$ cat src/sv/wcrs_pkg.sv
// shared types, constants and helper functions for the write-combining range splitter
// no dependencies; imported by every module of the block

package wcrs_pkg;

   // field widths
   localparam int ADDR_W     = 52;
   localparam int COUNT_W    = 32;
   localparam int PAGE_SHIFT = 12;
   localparam int PG_W       = ADDR_W - PAGE_SHIFT;
   localparam int LEN_PG_W   = COUNT_W - PAGE_SHIFT;
   localparam int SLOT_W     = 4;
   localparam int SLOT_BITS  = 16;
   localparam int STATUS_W   = 2;

   // limits of the splitter
   localparam int MAX_SLOTS   = 16;
   localparam int MAX_RANGES  = 6;
   localparam int SLOT_LIMIT  = (MAX_SLOTS < SLOT_BITS) ? MAX_SLOTS : SLOT_BITS;
   localparam int MADE_W      = $clog2(MAX_RANGES + 1);
   localparam int QUEUE_DEPTH = 2;

   // register port
   localparam int CSR_ADDR_W = 4;
   localparam int CSR_DATA_W = 32;

   // physical address width handling
   localparam logic [5:0] PHYS_BITS_MIN     = 6'd32;
   localparam logic [5:0] PHYS_BITS_MAX     = 6'd52;
   localparam logic [5:0] PHYS_BITS_DEFAULT = 6'd36;

   // register reset values
   localparam logic [4:0]  SLOT_COUNT_RESET = 5'd8;
   localparam logic [15:0] PREOCC_RESET     = 16'h0000;
   localparam logic        ENABLE_RESET     = 1'b1;

   typedef enum logic [1:0] {
      REG_SLOT_COUNT = 2'd0,
      REG_PREOCC     = 2'd1,
      REG_PHYS_BITS  = 2'd2,
      REG_ENABLE     = 2'd3
   } reg_idx_type;

   typedef enum logic [STATUS_W-1:0] {
      ST_FULL    = 2'd0,
      ST_BAD     = 2'd1,
      ST_OFF     = 2'd2,
      ST_PARTIAL = 2'd3
   } status_type;

   typedef enum logic {
      KIND_RANGE = 1'b0,
      KIND_FINAL = 1'b1
   } kind_type;

   typedef enum logic [1:0] {
      CMD_RUN = 2'd0,
      CMD_BAD = 2'd1,
      CMD_OFF = 2'd2
   } cmd_class_type;

   typedef struct packed {
      logic [4:0]  slot_count;
      logic [15:0] preoccupied;
      logic [5:0]  phys_bits;
      logic        enabled;
   } cfg_type;

   // classified request, addresses and lengths in 4 KB pages
   typedef struct packed {
      cmd_class_type       cls;
      logic [PG_W-1:0]     base_pg;
      logic [LEN_PG_W-1:0] len_pg;
      logic [PG_W-1:0]     pmask_pg;
   } cmd_type;

   // lowest set bit as one-hot
   function automatic logic [LEN_PG_W-1:0] lsb_onehot(input logic [LEN_PG_W-1:0] x);
      lsb_onehot = x & (~x + 1'b1);
   endfunction

   // highest set bit as one-hot, via bit reversal
   function automatic logic [LEN_PG_W-1:0] msb_onehot(input logic [LEN_PG_W-1:0] x);
      logic [LEN_PG_W-1:0] rev;
      logic [LEN_PG_W-1:0] low;
      for (int i = 0; i < LEN_PG_W; i++) begin
         rev[i] = x[LEN_PG_W-1-i];
      end
      low = rev & (~rev + 1'b1);
      for (int i = 0; i < LEN_PG_W; i++) begin
         msb_onehot[i] = low[LEN_PG_W-1-i];
      end
   endfunction

endpackage

$ cat src/sv/wcrs_csr.sv
// configuration registers behind the apb-style register port
// depends on wcrs_pkg

module wcrs_csr (
   input  logic                             clock,
   input  logic                             reset,
   input  logic                             psel,
   input  logic                             penable,
   input  logic                             pwrite,
   input  logic [wcrs_pkg::CSR_ADDR_W-1:0]  paddr,
   input  logic [wcrs_pkg::CSR_DATA_W-1:0]  pwdata,
   output logic [wcrs_pkg::CSR_DATA_W-1:0]  prdata,
   output logic                             pready,
   output wcrs_pkg::cfg_type                cfg
);
   import wcrs_pkg::*;

   cfg_type     cfg_ff;
   cfg_type     cfg_in;
   reg_idx_type idx;
   logic        wr_en;

   assign pready = 1'b1;
   assign idx    = reg_idx_type'(paddr[CSR_ADDR_W-1:2]);
   assign wr_en  = psel && penable && pwrite;

   // register write
   always_comb begin
      cfg_in = cfg_ff;
      if (wr_en) begin
         unique case (idx)
            REG_SLOT_COUNT: cfg_in.slot_count  = pwdata[4:0];
            REG_PREOCC:     cfg_in.preoccupied = pwdata[15:0];
            REG_PHYS_BITS:  cfg_in.phys_bits   = pwdata[5:0];
            REG_ENABLE:     cfg_in.enabled     = pwdata[0];
         endcase
      end
   end

   always_ff @(posedge clock) begin
      if (reset) begin
         cfg_ff.slot_count  <= SLOT_COUNT_RESET;
         cfg_ff.preoccupied <= PREOCC_RESET;
         cfg_ff.phys_bits   <= PHYS_BITS_DEFAULT;
         cfg_ff.enabled     <= ENABLE_RESET;
      end else begin
         cfg_ff <= cfg_in;
      end
   end

   // register read
   always_comb begin
      unique case (idx)
         REG_SLOT_COUNT: prdata = CSR_DATA_W'(cfg_ff.slot_count);
         REG_PREOCC:     prdata = CSR_DATA_W'(cfg_ff.preoccupied);
         REG_PHYS_BITS:  prdata = CSR_DATA_W'(cfg_ff.phys_bits);
         REG_ENABLE:     prdata = CSR_DATA_W'(cfg_ff.enabled);
      endcase
   end

   assign cfg = cfg_ff;

endmodule

$ cat src/sv/wcrs_front.sv
// request front end: checks and classifies a region request, builds the physical mask
// depends on wcrs_pkg; feeds wcrs_queue

module wcrs_front (
   input  wcrs_pkg::cfg_type                cfg,
   input  logic                             req_valid,
   output logic                             req_ready,
   input  logic [wcrs_pkg::ADDR_W-1:0]      req_base_addr,
   input  logic [wcrs_pkg::COUNT_W-1:0]     req_byte_count,
   input  logic                             q_full,
   output logic                             q_push,
   output wcrs_pkg::cmd_type                q_cmd
);
   import wcrs_pkg::*;

   logic [COUNT_W:0]  round_sum;
   logic [COUNT_W:0]  rounded;
   logic [ADDR_W:0]   end_addr;
   logic              beyond;
   logic              bad;
   logic              off;
   logic [5:0]        bits_eff;
   logic [5:0]        shamt;

   assign req_ready = !q_full;
   assign q_push    = req_valid && !q_full;

   // round the byte count up to whole pages
   assign round_sum = {1'b0, req_byte_count}
                    + {{(COUNT_W+1-PAGE_SHIFT){1'b0}}, {PAGE_SHIFT{1'b1}}};
   assign rounded   = {round_sum[COUNT_W:PAGE_SHIFT], {PAGE_SHIFT{1'b0}}};

   // end of region must not pass the top of the address space
   assign end_addr = {1'b0, req_base_addr} + {{(ADDR_W-COUNT_W){1'b0}}, rounded};
   assign beyond   = end_addr[ADDR_W] && (end_addr[ADDR_W-1:0] != '0);

   // request checks
   assign bad = (req_base_addr == '0)
             || (req_byte_count[COUNT_W-1:PAGE_SHIFT] == '0)
             || (req_base_addr[PAGE_SHIFT-1:0] != '0)
             || rounded[COUNT_W]
             || beyond;
   assign off = !cfg.enabled || (cfg.slot_count == '0);

   // physical mask in pages, out-of-range widths fall back to the default
   assign bits_eff = (cfg.phys_bits < PHYS_BITS_MIN || cfg.phys_bits > PHYS_BITS_MAX)
                   ? PHYS_BITS_DEFAULT : cfg.phys_bits;
   assign shamt    = bits_eff - 6'(PAGE_SHIFT);

   always_comb begin
      if (bad) begin
         q_cmd.cls = CMD_BAD;
      end else if (off) begin
         q_cmd.cls = CMD_OFF;
      end else begin
         q_cmd.cls = CMD_RUN;
      end
      q_cmd.base_pg  = req_base_addr[ADDR_W-1:PAGE_SHIFT];
      q_cmd.len_pg   = rounded[COUNT_W-1:PAGE_SHIFT];
      q_cmd.pmask_pg = ~({PG_W{1'b1}} << shamt);
   end

endmodule

$ cat src/sv/wcrs_queue.sv
// short command queue between front end and range sequencer
// depends on wcrs_pkg

module wcrs_queue (
   input  logic              clock,
   input  logic              reset,
   input  logic              push,
   input  wcrs_pkg::cmd_type cmd_in,
   input  logic              pop,
   output wcrs_pkg::cmd_type cmd_out,
   output logic              empty,
   output logic              full
);
   import wcrs_pkg::*;

   localparam int PTR_W = (QUEUE_DEPTH > 1) ? $clog2(QUEUE_DEPTH) : 1;
   localparam int CNT_W = $clog2(QUEUE_DEPTH + 1);

   cmd_type           entry_ff [QUEUE_DEPTH];
   logic [PTR_W-1:0]  wr_ptr_ff;
   logic [PTR_W-1:0]  wr_ptr_in;
   logic [PTR_W-1:0]  rd_ptr_ff;
   logic [PTR_W-1:0]  rd_ptr_in;
   logic [CNT_W-1:0]  count_ff;
   logic [CNT_W-1:0]  count_in;

   assign empty   = (count_ff == '0);
   assign full    = (count_ff == CNT_W'(QUEUE_DEPTH));
   assign cmd_out = entry_ff[rd_ptr_ff];

   // pointer and fill count update
   always_comb begin
      wr_ptr_in = wr_ptr_ff;
      rd_ptr_in = rd_ptr_ff;
      count_in  = count_ff;
      if (push) begin
         wr_ptr_in = (wr_ptr_ff == PTR_W'(QUEUE_DEPTH - 1)) ? '0 : wr_ptr_ff + 1'b1;
      end
      if (pop) begin
         rd_ptr_in = (rd_ptr_ff == PTR_W'(QUEUE_DEPTH - 1)) ? '0 : rd_ptr_ff + 1'b1;
      end
      if (push && !pop) begin
         count_in = count_ff + 1'b1;
      end else if (pop && !push) begin
         count_in = count_ff - 1'b1;
      end
   end

   always_ff @(posedge clock) begin
      if (push) begin
         entry_ff[wr_ptr_ff] <= cmd_in;
      end
      if (reset) begin
         wr_ptr_ff <= '0;
         rd_ptr_ff <= '0;
         count_ff  <= '0;
      end else begin
         wr_ptr_ff <= wr_ptr_in;
         rd_ptr_ff <= rd_ptr_in;
         count_ff  <= count_in;
      end
   end

endmodule

$ cat src/sv/wcrs_back.sv
// range sequencer: walks free slots, picks aligned power-of-two chunks, emits results
// depends on wcrs_pkg; takes commands from wcrs_queue

module wcrs_back (
   input  logic                              clock,
   input  logic                              reset,
   input  wcrs_pkg::cfg_type                 cfg,
   input  logic                              q_empty,
   input  wcrs_pkg::cmd_type                 q_cmd,
   output logic                              q_pop,
   output logic                              rsp_valid,
   input  logic                              rsp_ready,
   output logic                              rsp_kind,
   output logic [wcrs_pkg::SLOT_W-1:0]       rsp_slot_index,
   output logic [wcrs_pkg::ADDR_W-1:0]       rsp_base_word,
   output logic [wcrs_pkg::ADDR_W-1:0]       rsp_mask_word,
   output logic [wcrs_pkg::COUNT_W-1:0]      rsp_covered_bytes,
   output logic [wcrs_pkg::STATUS_W-1:0]     rsp_status,
   output logic                              rsp_last
);
   import wcrs_pkg::*;

   typedef enum logic [1:0] {
      S_IDLE,
      S_CALC,
      S_EMIT,
      S_FINAL
   } state_type;

   state_type             state_ff, state_in;
   cmd_class_type         cls_ff, cls_in;
   logic [PG_W-1:0]       cur_ff, cur_in;
   logic [PG_W-1:0]       pmask_ff, pmask_in;
   logic [LEN_PG_W-1:0]   left_ff, left_in;
   logic [LEN_PG_W-1:0]   covered_ff, covered_in;
   logic [MADE_W-1:0]     made_ff, made_in;
   logic [SLOT_BITS-1:0]  used_ff, used_in;
   logic [SLOT_W-1:0]     slot_ff, slot_in;
   logic [LEN_PG_W-1:0]   chunk_ff, chunk_in;

   logic                  rsp_valid_ff, rsp_valid_in;
   logic                  rsp_kind_ff, rsp_kind_in;
   logic [SLOT_W-1:0]     rsp_slot_ff, rsp_slot_in;
   logic [ADDR_W-1:0]     rsp_base_ff, rsp_base_in;
   logic [ADDR_W-1:0]     rsp_mask_ff, rsp_mask_in;
   logic [COUNT_W-1:0]    rsp_cov_ff, rsp_cov_in;
   logic [STATUS_W-1:0]   rsp_status_ff, rsp_status_in;
   logic                  rsp_last_ff, rsp_last_in;

   logic [SLOT_BITS-1:0]  busy;
   logic [4:0]            limit;
   logic [SLOT_BITS-1:0]  avail;
   logic [SLOT_BITS-1:0]  free_oh;
   logic [SLOT_W-1:0]     free_idx;
   logic                  found;
   logic [LEN_PG_W-1:0]   size_oh;
   logic [LEN_PG_W-1:0]   align_oh;
   logic [LEN_PG_W-1:0]   chunk_pick;
   logic [LEN_PG_W-1:0]   covered_next;
   logic                  out_free;

   // lowest free slot below the usable slot count
   assign busy  = used_ff | cfg.preoccupied;
   assign limit = (cfg.slot_count > 5'(SLOT_LIMIT)) ? 5'(SLOT_LIMIT) : cfg.slot_count;

   always_comb begin
      for (int i = 0; i < SLOT_BITS; i++) begin
         avail[i] = !busy[i] && (5'(i) < limit);
      end
      free_oh  = avail & (~avail + 1'b1);
      free_idx = '0;
      for (int i = 0; i < SLOT_BITS; i++) begin
         if (free_oh[i]) begin
            free_idx = free_idx | SLOT_W'(i);
         end
      end
      found = (avail != '0);
   end

   // chunk size: largest power of two within the rest and the base alignment
   assign size_oh    = msb_onehot(left_ff);
   assign align_oh   = lsb_onehot({1'b0, cur_ff[LEN_PG_W-2:0]})
                     | {(cur_ff[LEN_PG_W-2:0] == '0), {(LEN_PG_W-1){1'b0}}};
   assign chunk_pick = (size_oh < align_oh) ? size_oh : align_oh;

   assign covered_next = covered_ff + chunk_ff;
   assign out_free     = !rsp_valid_ff || rsp_ready;

   // sequencer next state
   always_comb begin
      state_in      = state_ff;
      cls_in        = cls_ff;
      cur_in        = cur_ff;
      pmask_in      = pmask_ff;
      left_in       = left_ff;
      covered_in    = covered_ff;
      made_in       = made_ff;
      used_in       = used_ff;
      slot_in       = slot_ff;
      chunk_in      = chunk_ff;
      rsp_valid_in  = rsp_valid_ff && !rsp_ready;
      rsp_kind_in   = rsp_kind_ff;
      rsp_slot_in   = rsp_slot_ff;
      rsp_base_in   = rsp_base_ff;
      rsp_mask_in   = rsp_mask_ff;
      rsp_cov_in    = rsp_cov_ff;
      rsp_status_in = rsp_status_ff;
      rsp_last_in   = rsp_last_ff;
      q_pop         = 1'b0;

      unique case (state_ff)
         S_IDLE: begin
            if (!q_empty) begin
               q_pop      = 1'b1;
               cls_in     = q_cmd.cls;
               cur_in     = q_cmd.base_pg;
               left_in    = q_cmd.len_pg;
               pmask_in   = q_cmd.pmask_pg;
               covered_in = '0;
               made_in    = '0;
               state_in   = (q_cmd.cls == CMD_RUN) ? S_CALC : S_FINAL;
            end
         end
         S_CALC: begin
            if (left_ff == '0 || made_ff == MADE_W'(MAX_RANGES) || !found) begin
               state_in = S_FINAL;
            end else begin
               slot_in  = free_idx;
               chunk_in = chunk_pick;
               state_in = S_EMIT;
            end
         end
         S_EMIT: begin
            if (out_free) begin
               rsp_valid_in  = 1'b1;
               rsp_kind_in   = KIND_RANGE;
               rsp_slot_in   = slot_ff;
               rsp_base_in   = {cur_ff & pmask_ff, {(PAGE_SHIFT-1){1'b0}}, 1'b1};
               rsp_mask_in   = {pmask_ff & ~{{(PG_W-LEN_PG_W){1'b0}}, chunk_ff - 1'b1},
                                1'b1, {(PAGE_SHIFT-1){1'b0}}};
               rsp_cov_in    = {covered_next, {PAGE_SHIFT{1'b0}}};
               rsp_status_in = ST_FULL;
               rsp_last_in   = 1'b0;
               used_in       = used_ff | (SLOT_BITS'(1) << slot_ff);
               cur_in        = cur_ff + {{(PG_W-LEN_PG_W){1'b0}}, chunk_ff};
               left_in       = left_ff - chunk_ff;
               covered_in    = covered_next;
               made_in       = made_ff + 1'b1;
               state_in      = S_CALC;
            end
         end
         S_FINAL: begin
            if (out_free) begin
               rsp_valid_in = 1'b1;
               rsp_kind_in  = KIND_FINAL;
               rsp_slot_in  = '0;
               rsp_base_in  = '0;
               rsp_mask_in  = '0;
               rsp_cov_in   = {covered_ff, {PAGE_SHIFT{1'b0}}};
               rsp_last_in  = 1'b1;
               unique case (cls_ff)
                  CMD_RUN: rsp_status_in = (left_ff == '0) ? ST_FULL : ST_PARTIAL;
                  CMD_OFF: rsp_status_in = ST_OFF;
                  default: rsp_status_in = ST_BAD;
               endcase
               state_in = S_IDLE;
            end
         end
      endcase
   end

   // state and registered outputs
   always_ff @(posedge clock) begin
      cls_ff        <= cls_in;
      cur_ff        <= cur_in;
      pmask_ff      <= pmask_in;
      left_ff       <= left_in;
      covered_ff    <= covered_in;
      slot_ff       <= slot_in;
      chunk_ff      <= chunk_in;
      rsp_kind_ff   <= rsp_kind_in;
      rsp_slot_ff   <= rsp_slot_in;
      rsp_base_ff   <= rsp_base_in;
      rsp_mask_ff   <= rsp_mask_in;
      rsp_cov_ff    <= rsp_cov_in;
      rsp_status_ff <= rsp_status_in;
      rsp_last_ff   <= rsp_last_in;
      if (reset) begin
         state_ff     <= S_IDLE;
         used_ff      <= '0;
         rsp_valid_ff <= 1'b0;
         made_ff      <= '0;
      end else begin
         state_ff     <= state_in;
         used_ff      <= used_in;
         rsp_valid_ff <= rsp_valid_in;
         made_ff      <= made_in;
      end
   end

   assign rsp_valid         = rsp_valid_ff;
   assign rsp_kind          = rsp_kind_ff;
   assign rsp_slot_index    = rsp_slot_ff;
   assign rsp_base_word     = rsp_base_ff;
   assign rsp_mask_word     = rsp_mask_ff;
   assign rsp_covered_bytes = rsp_cov_ff;
   assign rsp_status        = rsp_status_ff;
   assign rsp_last          = rsp_last_ff;

   // range beats are never last and always carry full status
   a_range_beat: assert property (@(posedge clock) disable iff (reset)
      (rsp_valid_ff && rsp_kind_ff == KIND_RANGE) |-> (!rsp_last_ff && rsp_status_ff == ST_FULL))
      else $error("range beat with last or nonzero status");

   // slots once taken stay taken
   a_used_grows: assert property (@(posedge clock) disable iff (reset)
      1'b1 |=> ((used_ff & $past(used_ff)) == $past(used_ff)))
      else $error("used slot released");

   // never more chunks than the range limit
   a_made_limit: assert property (@(posedge clock) disable iff (reset)
      made_ff <= MADE_W'(MAX_RANGES))
      else $error("chunk count beyond range limit");

   // a chunk about to be emitted is a single power of two on a free slot
   a_emit_chunk: assert property (@(posedge clock) disable iff (reset)
      (state_ff == S_EMIT) |-> ($onehot(chunk_ff) && !busy[slot_ff]))
      else $error("bad chunk or busy slot at emit");

endmodule

$ cat src/sv/wc_range_splitter_core.sv
// Write-combining range splitter. A request (4 KB aligned base, byte count) is checked and
// classified combinationally and queued (two entries), so requests keep arriving while the
// sequencer works. The sequencer loads a request, then for each chunk picks the slot and
// chunk size and then writes the result, then makes the closing slot check and writes the
// final status beat, with at most six chunks per programmed request; a rejected or disabled
// request goes from loading straight to the final status beat. Each result write waits while
// the previous result is not yet taken. Slot use accumulates
// across requests and is cleared only by reset. Registers sit at byte offsets 0, 4, 8, 12.
// depends on wcrs_pkg, wcrs_csr, wcrs_front, wcrs_queue, wcrs_back

module wc_range_splitter_core (
   input  logic                              clock,
   input  logic                              reset,
   // request channel
   input  logic                              req_valid,
   output logic                              req_ready,
   input  logic [wcrs_pkg::ADDR_W-1:0]       req_base_addr,
   input  logic [wcrs_pkg::COUNT_W-1:0]      req_byte_count,
   // result channel
   output logic                              rsp_valid,
   input  logic                              rsp_ready,
   output logic                              rsp_kind,
   output logic [wcrs_pkg::SLOT_W-1:0]       rsp_slot_index,
   output logic [wcrs_pkg::ADDR_W-1:0]       rsp_base_word,
   output logic [wcrs_pkg::ADDR_W-1:0]       rsp_mask_word,
   output logic [wcrs_pkg::COUNT_W-1:0]      rsp_covered_bytes,
   output logic [wcrs_pkg::STATUS_W-1:0]     rsp_status,
   output logic                              rsp_last,
   // register port
   input  logic                              csr_psel,
   input  logic                              csr_penable,
   input  logic                              csr_pwrite,
   input  logic [wcrs_pkg::CSR_ADDR_W-1:0]   csr_paddr,
   input  logic [wcrs_pkg::CSR_DATA_W-1:0]   csr_pwdata,
   output logic [wcrs_pkg::CSR_DATA_W-1:0]   csr_prdata,
   output logic                              csr_pready
);
   import wcrs_pkg::*;

   cfg_type cfg;
   cmd_type push_cmd;
   cmd_type head_cmd;
   logic    q_push;
   logic    q_pop;
   logic    q_full;
   logic    q_empty;

   // configuration registers
   wcrs_csr u_csr (
      .clock   (clock),
      .reset   (reset),
      .psel    (csr_psel),
      .penable (csr_penable),
      .pwrite  (csr_pwrite),
      .paddr   (csr_paddr),
      .pwdata  (csr_pwdata),
      .prdata  (csr_prdata),
      .pready  (csr_pready),
      .cfg     (cfg)
   );

   // request check and classification
   wcrs_front u_front (
      .cfg            (cfg),
      .req_valid      (req_valid),
      .req_ready      (req_ready),
      .req_base_addr  (req_base_addr),
      .req_byte_count (req_byte_count),
      .q_full         (q_full),
      .q_push         (q_push),
      .q_cmd          (push_cmd)
   );

   // command queue
   wcrs_queue u_queue (
      .clock   (clock),
      .reset   (reset),
      .push    (q_push),
      .cmd_in  (push_cmd),
      .pop     (q_pop),
      .cmd_out (head_cmd),
      .empty   (q_empty),
      .full    (q_full)
   );

   // range sequencer and result register
   wcrs_back u_back (
      .clock             (clock),
      .reset             (reset),
      .cfg               (cfg),
      .q_empty           (q_empty),
      .q_cmd             (head_cmd),
      .q_pop             (q_pop),
      .rsp_valid         (rsp_valid),
      .rsp_ready         (rsp_ready),
      .rsp_kind          (rsp_kind),
      .rsp_slot_index    (rsp_slot_index),
      .rsp_base_word     (rsp_base_word),
      .rsp_mask_word     (rsp_mask_word),
      .rsp_covered_bytes (rsp_covered_bytes),
      .rsp_status        (rsp_status),
      .rsp_last          (rsp_last)
   );

endmodule

$ cat config.mk
export PLATFORM = sky130hd
export DESIGN_NAME = wc_range_splitter_core
export DESIGN_NICKNAME = d
export VERILOG_FILES = /design/src/sv/wcrs_pkg.sv /design/src/sv/wcrs_csr.sv /design/src/sv/wcrs_front.sv /design/src/sv/wcrs_queue.sv /design/src/sv/wcrs_back.sv /design/src/sv/wc_range_splitter_core.sv
export SDC_FILE = /design/constraint.sdc
export NUM_CORES = 1
export LEC_CHECK = 0
export BUFFER_PORTS_ARGS = -buffer_cell sky130_fd_sc_hd__buf_2
export CORE_MARGIN = 2
export CORE_UTILIZATION = 40
export CTS_CLUSTER_DIAMETER = 200
export DETAILED_ROUTE_END_ITERATION = 7
export RECOVER_POWER = 100
export SLEW_MARGIN = 20
export SYNTH_ARGS = -nofsm -noshare
export SYNTH_HDL_FRONTEND = slang
export SYNTH_SLANG_ARGS = --single-unit
$ cat constraint.sdc
create_clock -name clock -period 5.8 [get_ports clock]
set_clock_uncertainty 0.1 [all_clocks]
set_input_delay 0.29 -clock clock [delete_from_list [all_inputs] [get_ports clock]]
set_output_delay 0.29 -clock clock [all_outputs]
set_load 0.01 [all_outputs]
==> impl_results.md, run 1 <==
- Post-synthesis cell count: 2392
- Worst Path Buf+Inv: 1
- Int Power: 9.86 mW
- Synth area leaders: edfxtp_1, ha_1, dfxtp_1, a21oi_1, nand2_1
- Die Y: 263 um
- Post-Place Cells: 3433
- Placer Congestion: 0.879
- Crit-path slowest cell: o311ai_1
- F_max: 196 MHz
- Status: complete, but fails checks
- Switching power of the nets: 5.73 mW
- Routed len/inst: 20.1 um
- CORE AREA: 66800 um2
- Clk Latency, worst-skew pair: 0.64 ns
- Slew @ Worst Pin: 3.64 ns
- Rel. slew slack: -1.42
- Max Buffers Root-to-Sink: 3
- Endpoints failing hold: 0
- Syn avg cell area: 11.2 um2
- Leak pwr: 11.1 nW
- Hold Path Class: in2reg
- CTS buffer count: between 50 and 60
- Synth unique cells: 83
- CP Capture Type: register
- Worst setup SP type: register
- Fraction of layout instances using a drive strength above 1: 0.0886
- CTS resizes: 0
- Setup TNS: 0 ns
- Post-synth EDFFs: 458
- Clock Sink Count: 513
- Final wirelength: 72300 um
- Most frequent cell after synthesis: edfxtp_1
- DRT Pass-1 Iters: 5
- Worst Path Arrival: 5.34 ns
- Slew Limit Fails: around 630
- Final ANT Viol Nets: 0
- Total track usage: 0.205
- Non-Filler Instances: 3594
- Fin crit period: 5.10 ns
- Slowest cell delay on critical path: roughly 1.3 ns
- Period utilisation layout: 0.879
- Worst VDD drop: between 0.2 and 0.25 mV
- MaxCap Viol Count: 13
- Sw Ratio: 0.367
- 1st-iter DRT viols: ~1500
- Rows: 95
- Combinational share of power: 0.361
- Sequential share of the synthesized area: 0.553
- Largest net degree at the start of global routing: 98
- Worst-path cell chain: inv_1 -> fa_1 -> nor2b_1 -> o311ai_0 -> a31oi_1 -> o21ai_0 -> a211oi_1 -> o311ai_1 -> a211oi_1 -> xnor2_1 -> a21oi_1
- CTS tree: done
- Crit Path Max Fanout: 10
- Die W: 263 um
- Full die area: 69300 um2
- CP Class: reg2reg
- Clock share of power: 0.231
- Nets: about 2900
- First-pass GRT wire length: between 100000 and 150000 um
- Synth top area share: 0.512
- Ports: a little over 300
- Crit-path most repeated cell: a211oi_1
- # port buffers: 236
- Synth warnings: 0
- Synth area leader: edfxtp_1
- Antenna violations before repair: 2
- Area grow syn2layout: 15.1%
- Final setup fails: 0
- Top_reg_cell synth: edfxtp_1
- H-tree Lvls: 2
- Final Total Pwr: 15.6 mW
- Via count: 19539
- Synthesized area: 26900 um2
- DP Wirelength: 52600 um
- Root Buffer: clkbuf_16
- Residual DRC count: 0
- CP top delay family: compound AO/OA/AOI/OAI gates
- Vias in the first global route: between 15000 and 20000
- Ys async rst share: 0
- #FFs+latches synth: approximately 500
- Clk pin slew, worst setup/hold paths: about 0.07 ns
- Sequential share of power: 0.408
- PD cells: 504 nW/um2
- RSZ-0062 raised after global routing: false
- Post-synth top cells: edfxtp_1, nand2_1, nor2_1, a21oi_1, o21ai_0
- Starting Density: 0.402
- Violated checks: capacitance limit, slew limit
- Worst EP required: 6.05 ns
- Postcts setup bufs: 0
- Vias per inst: about 5.4
- Congestion Overflow GR: 0
final timing paths:
path	start	to	slack, ns	cells past startpoint
worst max-delay path	u_back.chunk_ff[1]$_DFFE_PP_	u_back.cur_ff[36]$_DFFE_PP_	0.70	11
worst min-delay path	req_byte_count[19]	u_queue.entry_ff[0][47]$_DFFE_PP_	0.03	2
worst max register to register	u_back.chunk_ff[1]$_DFFE_PP_	u_back.cur_ff[36]$_DFFE_PP_	0.70	11
worst min register to register	u_csr.cfg[17]$_SDFFE_PP0P_	u_csr.cfg[17]$_SDFFE_PP0P_	0.38	2
cells by family (layout without fill, tap and decap cells):
logic type / after synthesis / in the layout / share of synthesized area
flip-flops: 513 / 513 / 0.553
XOR/XNOR: 115 / 115 / 0.0375
adder cells (fa/ha/maj): 109 / 109 / 0.0519
buffers and inverters: 227 / 506 / 0.0395
other: 2 / 52 / 0.000280
AND/OR/NAND/NOR: 814 / 814 / 0.157
AO/OA/AOI/OAI: 498 / 498 / 0.116
multiplexers: 114 / 114 / 0.0452
power groups by stage:
stage	clock (mW)	combinational, mW	sequential (mW)
after floorplan	0	3.94	6.32
after detailed placement	0	5.68	6.37
after CTS	3.67	5.74	6.30
after global placement	0	5.56	6.35
after global routing	3.81	6.26	6.49
final	3.60	5.63	6.36
state kept, by name, indices dropped and copies added, names as in the netlist, 2 cells and up, named ones only:
name / count
u_queue.entry_ff: 204
u_back.rsp_mask_word: 41
u_back.cur_ff: 40
u_back.pmask_ff: 40
u_back.rsp_base_word: 40
u_csr.cfg: 28
u_back.chunk_ff: 20
u_back.covered_ff: 20
u_back.left_ff: 20
u_back.rsp_covered_bytes: 20
u_back.used_ff: 16
u_back.rsp_slot_index: 4
u_back.slot_ff: 4
u_back.made_ff: 3
u_back.cls_ff: 2
u_back.rsp_status: 2
u_back.state_ff: 2
u_queue.count_ff: 2
routing by layer:
| metal | vias up | global-route usage | wire length (um) |
|---|---|---|---|
| li1 | 9383 | - | - |
| met1 | 9514 | 0.277 | 32500 |
| met2 | 536 | 0.342 | 34400 |
| met3 | 106 | 0.0250 | 3160 |
| met4 | 0 | 0.0664 | 2140 |
| met5 | - | 0 | 0 |
worst register-to-register path: cells and delay by family (launching register included):
kind                     cells  cell delay, ns
AO/OA/AOI/OAI                7            3.24
AND/OR/NAND/NOR              1            0.09
adder cells (fa/ha/maj)      1            0.27
buffers and inverters        1            0.32
XOR/XNOR                     1            0.25
flip-flops                   1            0.54
per-stage QoR:
step                      worst slack (ns)  hold slack [ns]  instance area [um2]  utilization
after CTS                            0.948          0.00716                31200        0.468
after detailed placement             0.337            0.365                28800        0.431
after global routing                 0.349           0.0206                30900        0.463
after global placement               0.421            0.358                28800        0.431
after floorplan                      0.183            0.289                27100            -
final                                0.701           0.0318                30900        0.463
what timing repair did:
action                                  CTS  global route
endpoints found under the setup margin    0             0
hold buffers                             58             0
endpoints found under the hold margin   110             0
area by class of cell:
cell class | instances | area [um2]
Antenna cell | 1 | 2.50
Clock buffer | 64 | 1410
Clock inverter | 38 | 448
Fill cell | 6242 | 35900
Inverter | 93 | 350
Multi-Input combinational cell | 1701 | 11100
Sequential cell | 513 | 14900
Tap cell | 873 | 1090
Timing Repair Buffer | 311 | 1640
cell usage in the layout, fill, tap and decap left out, drive strengths merged, types with 10 or more instances in the layout:
cell / netlist / final
mux2i: 64 / 64
xnor2: 77 / 77
nand2: 201 / 201
conb: 2 / 51
and2: 49 / 49
dlygate4sd3: 0 / 58
nor3: 56 / 56
or3: 15 / 15
nor2b: 54 / 54
dfxtp: 55 / 55
ha: 105 / 105
o21a: 17 / 17
clkinv: 0 / 21
and3: 75 / 75
nand3: 49 / 49
a211oi: 40 / 40
a21oi: 158 / 158
nand2b: 20 / 20
xor2: 38 / 38
o211ai: 10 / 10
nand3b: 13 / 13
o31ai: 12 / 12
edfxtp: 458 / 458
o21ai: 123 / 123
a21o: 28 / 28
a211o: 13 / 13
nor4: 45 / 45
buf: 63 / 80
clkbuf: 71 / 237
mux2: 49 / 49
nor2: 161 / 161
or2: 14 / 14
nand4: 25 / 25
or4: 12 / 12
inv: 93 / 94
a31oi: 19 / 19
nor3b: 11 / 11
(Power assumes the default switching activity.)
==> run 2: changes to the inputs <==
HOLD_SLACK_MARGIN = 0.08   (was unset)
==> run 2 against run 1 <==
  * The flow still finishes with violations (capacitance limit, slew limit)
  * First-iteration DRC count down 6.6%
  * Largest cell class unchanged
  * Wire length rose by 0.49%
  * Flip-flop and latch count did not move
==> impl_results.md, run 2 (same netlist as run 1, synthesis figures left out) <==
- Slew Limit Fails: 670 (+7.0%)
- Leak pwr: 11.2 nW (+0.49%)
- Total track usage: 0.205 (+0.000490)
- Root Buffer: clkbuf_16
- CP Capture Type: register
- CTS tree: done
- Vias in the first global route: 19408 (+0.51%)
- Rel. slew slack: -1.43 (-0.00161)
- Ports: 306 (unchanged)
- PD cells: 502 nW/um2 (-0.35%)
- # port buffers: 236 (unchanged)
- Clk pin slew, worst setup/hold paths: 0.06 ns (about the same)
- Nets: 2926 (+0.52%)
- Slew @ Worst Pin: 3.64 ns (+0.00241 ns)
- First-pass GRT wire length: 112000 um (+0.26%)
- Number of flip-flops in the largest register: 204 (unchanged)
- CTS resizes: 0 (unchanged)
- Die W: 263 um (unchanged)
- Clock Sink Count: 513 (unchanged)
- Placer Congestion: 0.879 (unchanged)
- Residual DRC count: 0 (unchanged)
- RR Startpoint: u_back.chunk_ff[1]$_DFFE_PP_
- Routed len/inst: 20.1 um (about the same)
- Rows: 95 (unchanged)
- CP Class: in2reg
- WHS Path Cells: 2 (unchanged)
- RSZ-0062 raised after global routing: false
- Diode count: 0 (-1)
- CTS buffer count: 55 (unchanged)
- Die Y: 263 um (unchanged)
- Most common cell after layout, fill and taps aside: edfxtp_1
- Fin crit period: 5.38 ns (+0.282 ns)
- Antenna violations before repair: 1 (-1)
- Max Buffers Root-to-Sink: 3 (unchanged)
- MaxCap Viol Count: 14 (+1)
- Fraction of layout instances using a drive strength above 1: 0.0874 (-0.00122)
- Congestion Overflow GR: 0 (unchanged)
- Worst setup SP type: input port
- Reg2reg end: u_back.cur_ff[30]$_DFFE_PP_
- Setup TNS: 0 ns (unchanged)
- Full die area: 69300 um2 (unchanged)
- Endpoints failing hold: 0 (unchanged)
- F_max: 186 MHz (-5.2%)
- Period utilisation layout: 0.928 (+0.0487)
- Final setup fails: 0 (unchanged)
- Largest net degree at the start of global routing: 98 (unchanged)
- R2r setup slk: 0.58 ns (-0.12 ns)
- Clk Latency, worst-skew pair: 0.64 ns (about the same)
- Worst Path Arrival: 5.65 ns (+0.31 ns)
- H-tree Lvls: 2 (unchanged)
- Via count: 19660 (+0.62%)
- Status: complete, but fails checks
- Crit Path Max Fanout: 7 (-3)
- Final ANT Viol Nets: 0 (unchanged)
- Worst hold endpoint: u_queue.entry_ff[0][51]$_DFFE_PP_
- Setup WS pre-CTS: 0.337 ns (unchanged)
- Reg with most FFs: u_queue.entry_ff
- Vias per inst: 5.45 (+0.23%)
- Most frequent cells in the layout: edfxtp_1, nand2_1, clkbuf_1, nor2_1, a21oi_1
- Hold Buf Count CTS: 73 (+26%)
- Area grow syn2layout: 15.7%
- Worst EP required: 6.07 ns (+0.02 ns)
- Hold Path Class: in2reg
- Crit. Startpoint: req_byte_count[18]
- CORE AREA: 66800 um2 (unchanged)
- Worst setup margin: 0.419 ns (-0.282 ns)
- Violated checks: capacitance limit, slew limit
- Starting Density: 0.402 (unchanged)
- Postcts setup bufs: 0 (unchanged)
- DP Wirelength: 52600 um (unchanged)
- 1st-iter DRT viols: 1389 (-6.6%)
- Worst VDD drop: 0.240 mV (+0.78%)
- Final wirelength: 72600 um (+0.49%)
- Hold path start: req_byte_count[23]
- DRT Pass-1 Iters: 5 (unchanged)
- Worst Reg-to-Reg Cells: 11 (unchanged)
run 2: cell count changes in the layout (fill, tap and decap cells not counted):
cell	change
dlygate4sd3_1	+15
clkbuf_1	+2
diode_2	-1
a2111oi_1	-1
a2111oi_0	+1
buf_4	-2
run 2: per-layer routing:
| layer | GRT usage | vias up | part of all wire |
|---|---|---|---|
| met5 | 0 | - | 0 |
| met4 | 0.0673 | 0 | 0.031 |
| met3 | 0.0253 | 107 | 0.044 |
| met2 | 0.343 | 550 | 0.48 |
| met1 | 0.277 | 9595 | 0.45 |
| li1 | - | 9408 | - |
run 2: area by class of cell:
| class | count | area, um2 |
|---|---|---|
| inverters | 93 | 350 |
| flip-flops and latches | 513 | 14900 |
| multi-input cells | 1701 | 11100 |
| repair buffers | 326 | 1790 |
| clock buffers | 64 | 1410 |
| clock inverters | 38 | 448 |
| fillers | 6234 | 35700 |
| well taps | 873 | 1090 |
run 2: through the flow:
stage                     total power, mW  std cells  utilization  hold slack (ns)  cell area [um2]
after floorplan                      10.3       2441            -            0.289            27100
after global placement               11.9       3433        0.431            0.358            28800
after detailed placement             12.1       3433        0.431            0.365            28800
after CTS                            15.7       3608        0.470           0.0800            31400
after global routing                 16.6       3608        0.465           0.0928            31100
final                                15.6       3608        0.465            0.106            31100
run 2: where the power goes:
part | switching [mW] | leakage (nW) | total [mW] | internal, mW
logic | 3.55 | 5.70 | 5.64 | 2.09
registers | 0.695 | 4.58 | 6.36 | 5.67
clock network | 1.49 | 0.884 | 3.60 | 2.11
run 2: worst max-delay path, cell delays in order:
cell	delay [ns]
dlygate4sd3_1	0.53
buf_2	0.13
nand2_1	0.09
nor3_1	0.22
nand4_1	0.23
or2_2	0.38
nor3_1	0.44
nand2_1	0.13
xnor2_1	0.30
ha_1	0.38
a21oi_1	0.28
o21ai_0	0.18
and2b_1	0.19
or4_1	0.53
or4_1	0.49
nand4b_1	0.19
nor4_1	0.27
and4_1	0.29
a31oi_1	0.12
run 2: how the worst max path moves through the flow:
stage / to / slack (ns) / cells after the start
2_1_floorplan: u_queue.entry_ff[0][0]$_DFFE_PP_ / 0.18 / 3
3_5_place_dp: u_queue.entry_ff[1][100]$_DFFE_PP_ / 0.34 / 18
4_1_cts: u_queue.entry_ff[0][100]$_DFFE_PP_ / 0.49 / 19
5_1_grt: u_queue.entry_ff[0][100]$_DFFE_PP_ / 0.11 / 19
6_report: u_queue.entry_ff[1][100]$_DFFE_PP_ / 0.42 / 19
3_3_place_gp: u_queue.entry_ff[0][100]$_DFFE_PP_ / 0.42 / 18
==> run 3: changes to the inputs <==
SKIP_CTS_REPAIR_TIMING = 1   (was unset)
clock period = 5.9 ns   (was 5.8 ns; I/O delays follow)
==> run 3 against run 2 <==
  * Cell count about the same
  * Die area unchanged
  * Register-to-register slack worse by 0.17 ns
  * Wire length is 0.56% lower
  * Sequential power down 0.9%
  * Total power fell by 1.7%
  * Critical path type is now reg2reg
  * Critical path depth fell by 8
  * First-iteration DRC count up 10%
  * Flip-flop and latch count unchanged
  * Hold slack got worse by 0.11 ns
  * The run ends with hold timing, capacitance limit, slew limit left
  * Count of clock-buffer cells in the layout grew 3
==> impl_results.md, run 3 (same netlist as run 1, synthesis figures left out) <==
- Worst EP required: 6.13 ns (+0.06 ns)
- Clk Latency, worst-skew pair: 0.61 ns (-0.03 ns)
- Final setup fails: 0 (unchanged)
- Slowest cell delay on critical path: 1.77 ns (+1.24 ns)
- Fin crit period: 5.49 ns
- Hold Path Class: in2reg
- Most common cell after layout, fill and taps aside: edfxtp_1
- Via count: 19623 (-0.19%)
- Setup WS pre-CTS: 0.557 ns (+0.220 ns)
- Die Y: 263 um (unchanged)
- Fillers: 6203 (-0.50%)
- Worst setup margin: 0.409 ns (-0.00976 ns)
- Rel. slew slack: -1.51 (-0.0808)
- Non-Filler Instances: 3607 (-0.028%)
- H-tree Lvls: 2 (unchanged)
- Antenna violations before repair: 3 (+2)
- # port buffers: 236 (unchanged)
- Vias in the first global route: 19213 (-1.0%)
- Congestion Overflow GR: 0 (unchanged)
- CP Class: reg2reg
- Placer Congestion: 0.880 (about the same)
- Period utilisation layout: 0.931
- Rows: 95 (unchanged)
- Root Buffer: clkbuf_16
- CP Capture Type: register
- Clk pin slew, worst setup/hold paths: 0.06 ns (about the same)
- Nets: 2924 (-0.068%)
- Setup TNS: 0 ns (unchanged)
- Worst Path Arrival: 5.72 ns (+0.07 ns)
- Ports: 306 (unchanged)
- Post-Place Cells: 3432 (-0.029%)
- Full die area: 69300 um2 (unchanged)
- Endpoints failing hold: 1 (+1)
- Worst setup SP type: register
- CTS tree: done
- Residual DRC count: 0 (unchanged)
- F_max: between 150 and 200 MHz
- MaxCap Viol Count: 13 (-1)
- Max Buffers Root-to-Sink: 3 (unchanged)
- Total track usage: 0.202 (-0.00263)
- Status: complete, but fails checks
- Worst-path cell chain: inv_1 -> fa_1 -> nor2b_1 -> o311ai_0 -> a31oi_1 -> o21ai_1 -> a211oi_1 -> o311ai_0 -> a2111oi_0 -> xnor2_1 -> a21oi_1
- First-pass GRT wire length: 110000 um (-1.2%)
- Clock Sink Count: 513 (unchanged)
- Worst VDD drop: 0.253 mV (+5.3%)
- CTS buffer count: 55 (unchanged)
- Final Total Pwr: 15.3 mW (-1.7%)
- Fraction of layout instances using a drive strength above 1: 0.0857 (-0.00173)
- PD cells: 494 nW/um2 (-1.7%)
- Starting Density: 0.402 (unchanged)
- DRT Pass-1 Iters: 5 (unchanged)
- Number of flip-flops in the largest register: 204 (unchanged)
- Violated checks: hold timing, capacitance limit, slew limit
- Crit-path most repeated cell: o311ai_0
- CP top delay family: compound AO/OA/AOI/OAI gates
- DP Wirelength: 52400 um (-0.48%)
- 1st-iter DRT viols: 1528 (+10%)
- Final wirelength: 72200 um (-0.56%)
- Die W: 263 um (unchanged)
- Routed len/inst: 20.0 um (-0.53%)
- Area grow syn2layout: 15.7% (about the same)
- Largest net degree at the start of global routing: 98 (unchanged)
- Final ANT Viol Nets: 0 (unchanged)
- Crit-path slowest cell: o311ai_0
- Reg with most FFs: u_queue.entry_ff
- Slew @ Worst Pin: 3.76 ns (+0.121 ns)
- Leak pwr: 11.2 nW (+0.10%)
- Most frequent cells in the layout: edfxtp_1, nand2_1, clkbuf_1, nor2_1, a21oi_1
- RSZ-0062 raised after global routing: false
- Crit Path Max Fanout: 10 (+3)
- Hold slack final: -0.00265 ns (-0.109 ns)
- Slew Limit Fails: 682 (+1.8%)
- R2r setup slk: 0.41 ns (-0.17 ns)
- Worst Path Buf+Inv: 1 (-1)
- Area of the multi-input gates: 11100 um2 (about the same)
- Vias per inst: 5.44 (-0.16%)
- CORE AREA: 66800 um2 (unchanged)
- Reg area: 14900 um2 (unchanged)
run 3: changes by cell type in the layout (fill, tap and decap cells not counted), sizes merged:
cell,delta
dlygate4sd3,-1
clkinvlp,-3
clkbuf,+5
diode,+2
bufinv,+1
buf,-3
clkinv,-2
run 3: path summary, 6_finish.rpt:
check	from	end	cells past startpoint
max	u_back.chunk_ff[1]$_DFFE_PP_	u_back.cur_ff[30]$_DFFE_PP_	11
min	req_valid	u_queue.wr_ptr_ff$_SDFFE_PP0P_	4
max reg2reg	u_back.chunk_ff[1]$_DFFE_PP_	u_back.cur_ff[30]$_DFFE_PP_	11
min reg2reg	u_csr.cfg[18]$_SDFFE_PP0P_	u_csr.cfg[18]$_SDFFE_PP0P_	2
run 3: per-stage QoR:
stage	cell area [um2]	utilization
floorplan	27100	-
global placement	28800	0.431
detailed placement	28800	0.431
CTS	30700	0.459
global route	31100	0.465
finish	31100	0.465
run 3: power by group:
part | switching, mW | internal (mW)
clock | 1.44 | 2.14
combinational | 3.42 | 2.04
sequential | 0.725 | 5.58
total | 5.59 | 9.76
run 3: layer usage:
metal  share of wire  GRT usage  up-vias
li1                -          -     9417
met5               0          0        -
met1            0.45      0.276     9595
met3           0.046     0.0272       96
met2            0.48      0.337      515
met4           0.022     0.0596        0
run 3: final cells by class:
| class | instances | area share |
|---|---|---|
| Antenna cell | 2 | 0.000161 |
| Clock buffer | 67 | 0.0464 |
| Clock inverter | 34 | 0.0138 |
| Inverter | 93 | 0.0113 |
| Multi-Input combinational cell | 1701 | 0.358 |
| Sequential cell | 513 | 0.478 |
| Tap cell | 873 | 0.0351 |
| Timing Repair Buffer | 324 | 0.0569 |
run 3: worst min-delay path: stages:
cell     delay (ns)
buf_2          0.11
nand2_1        0.11
xor2_1         0.08
nor2_1         0.07
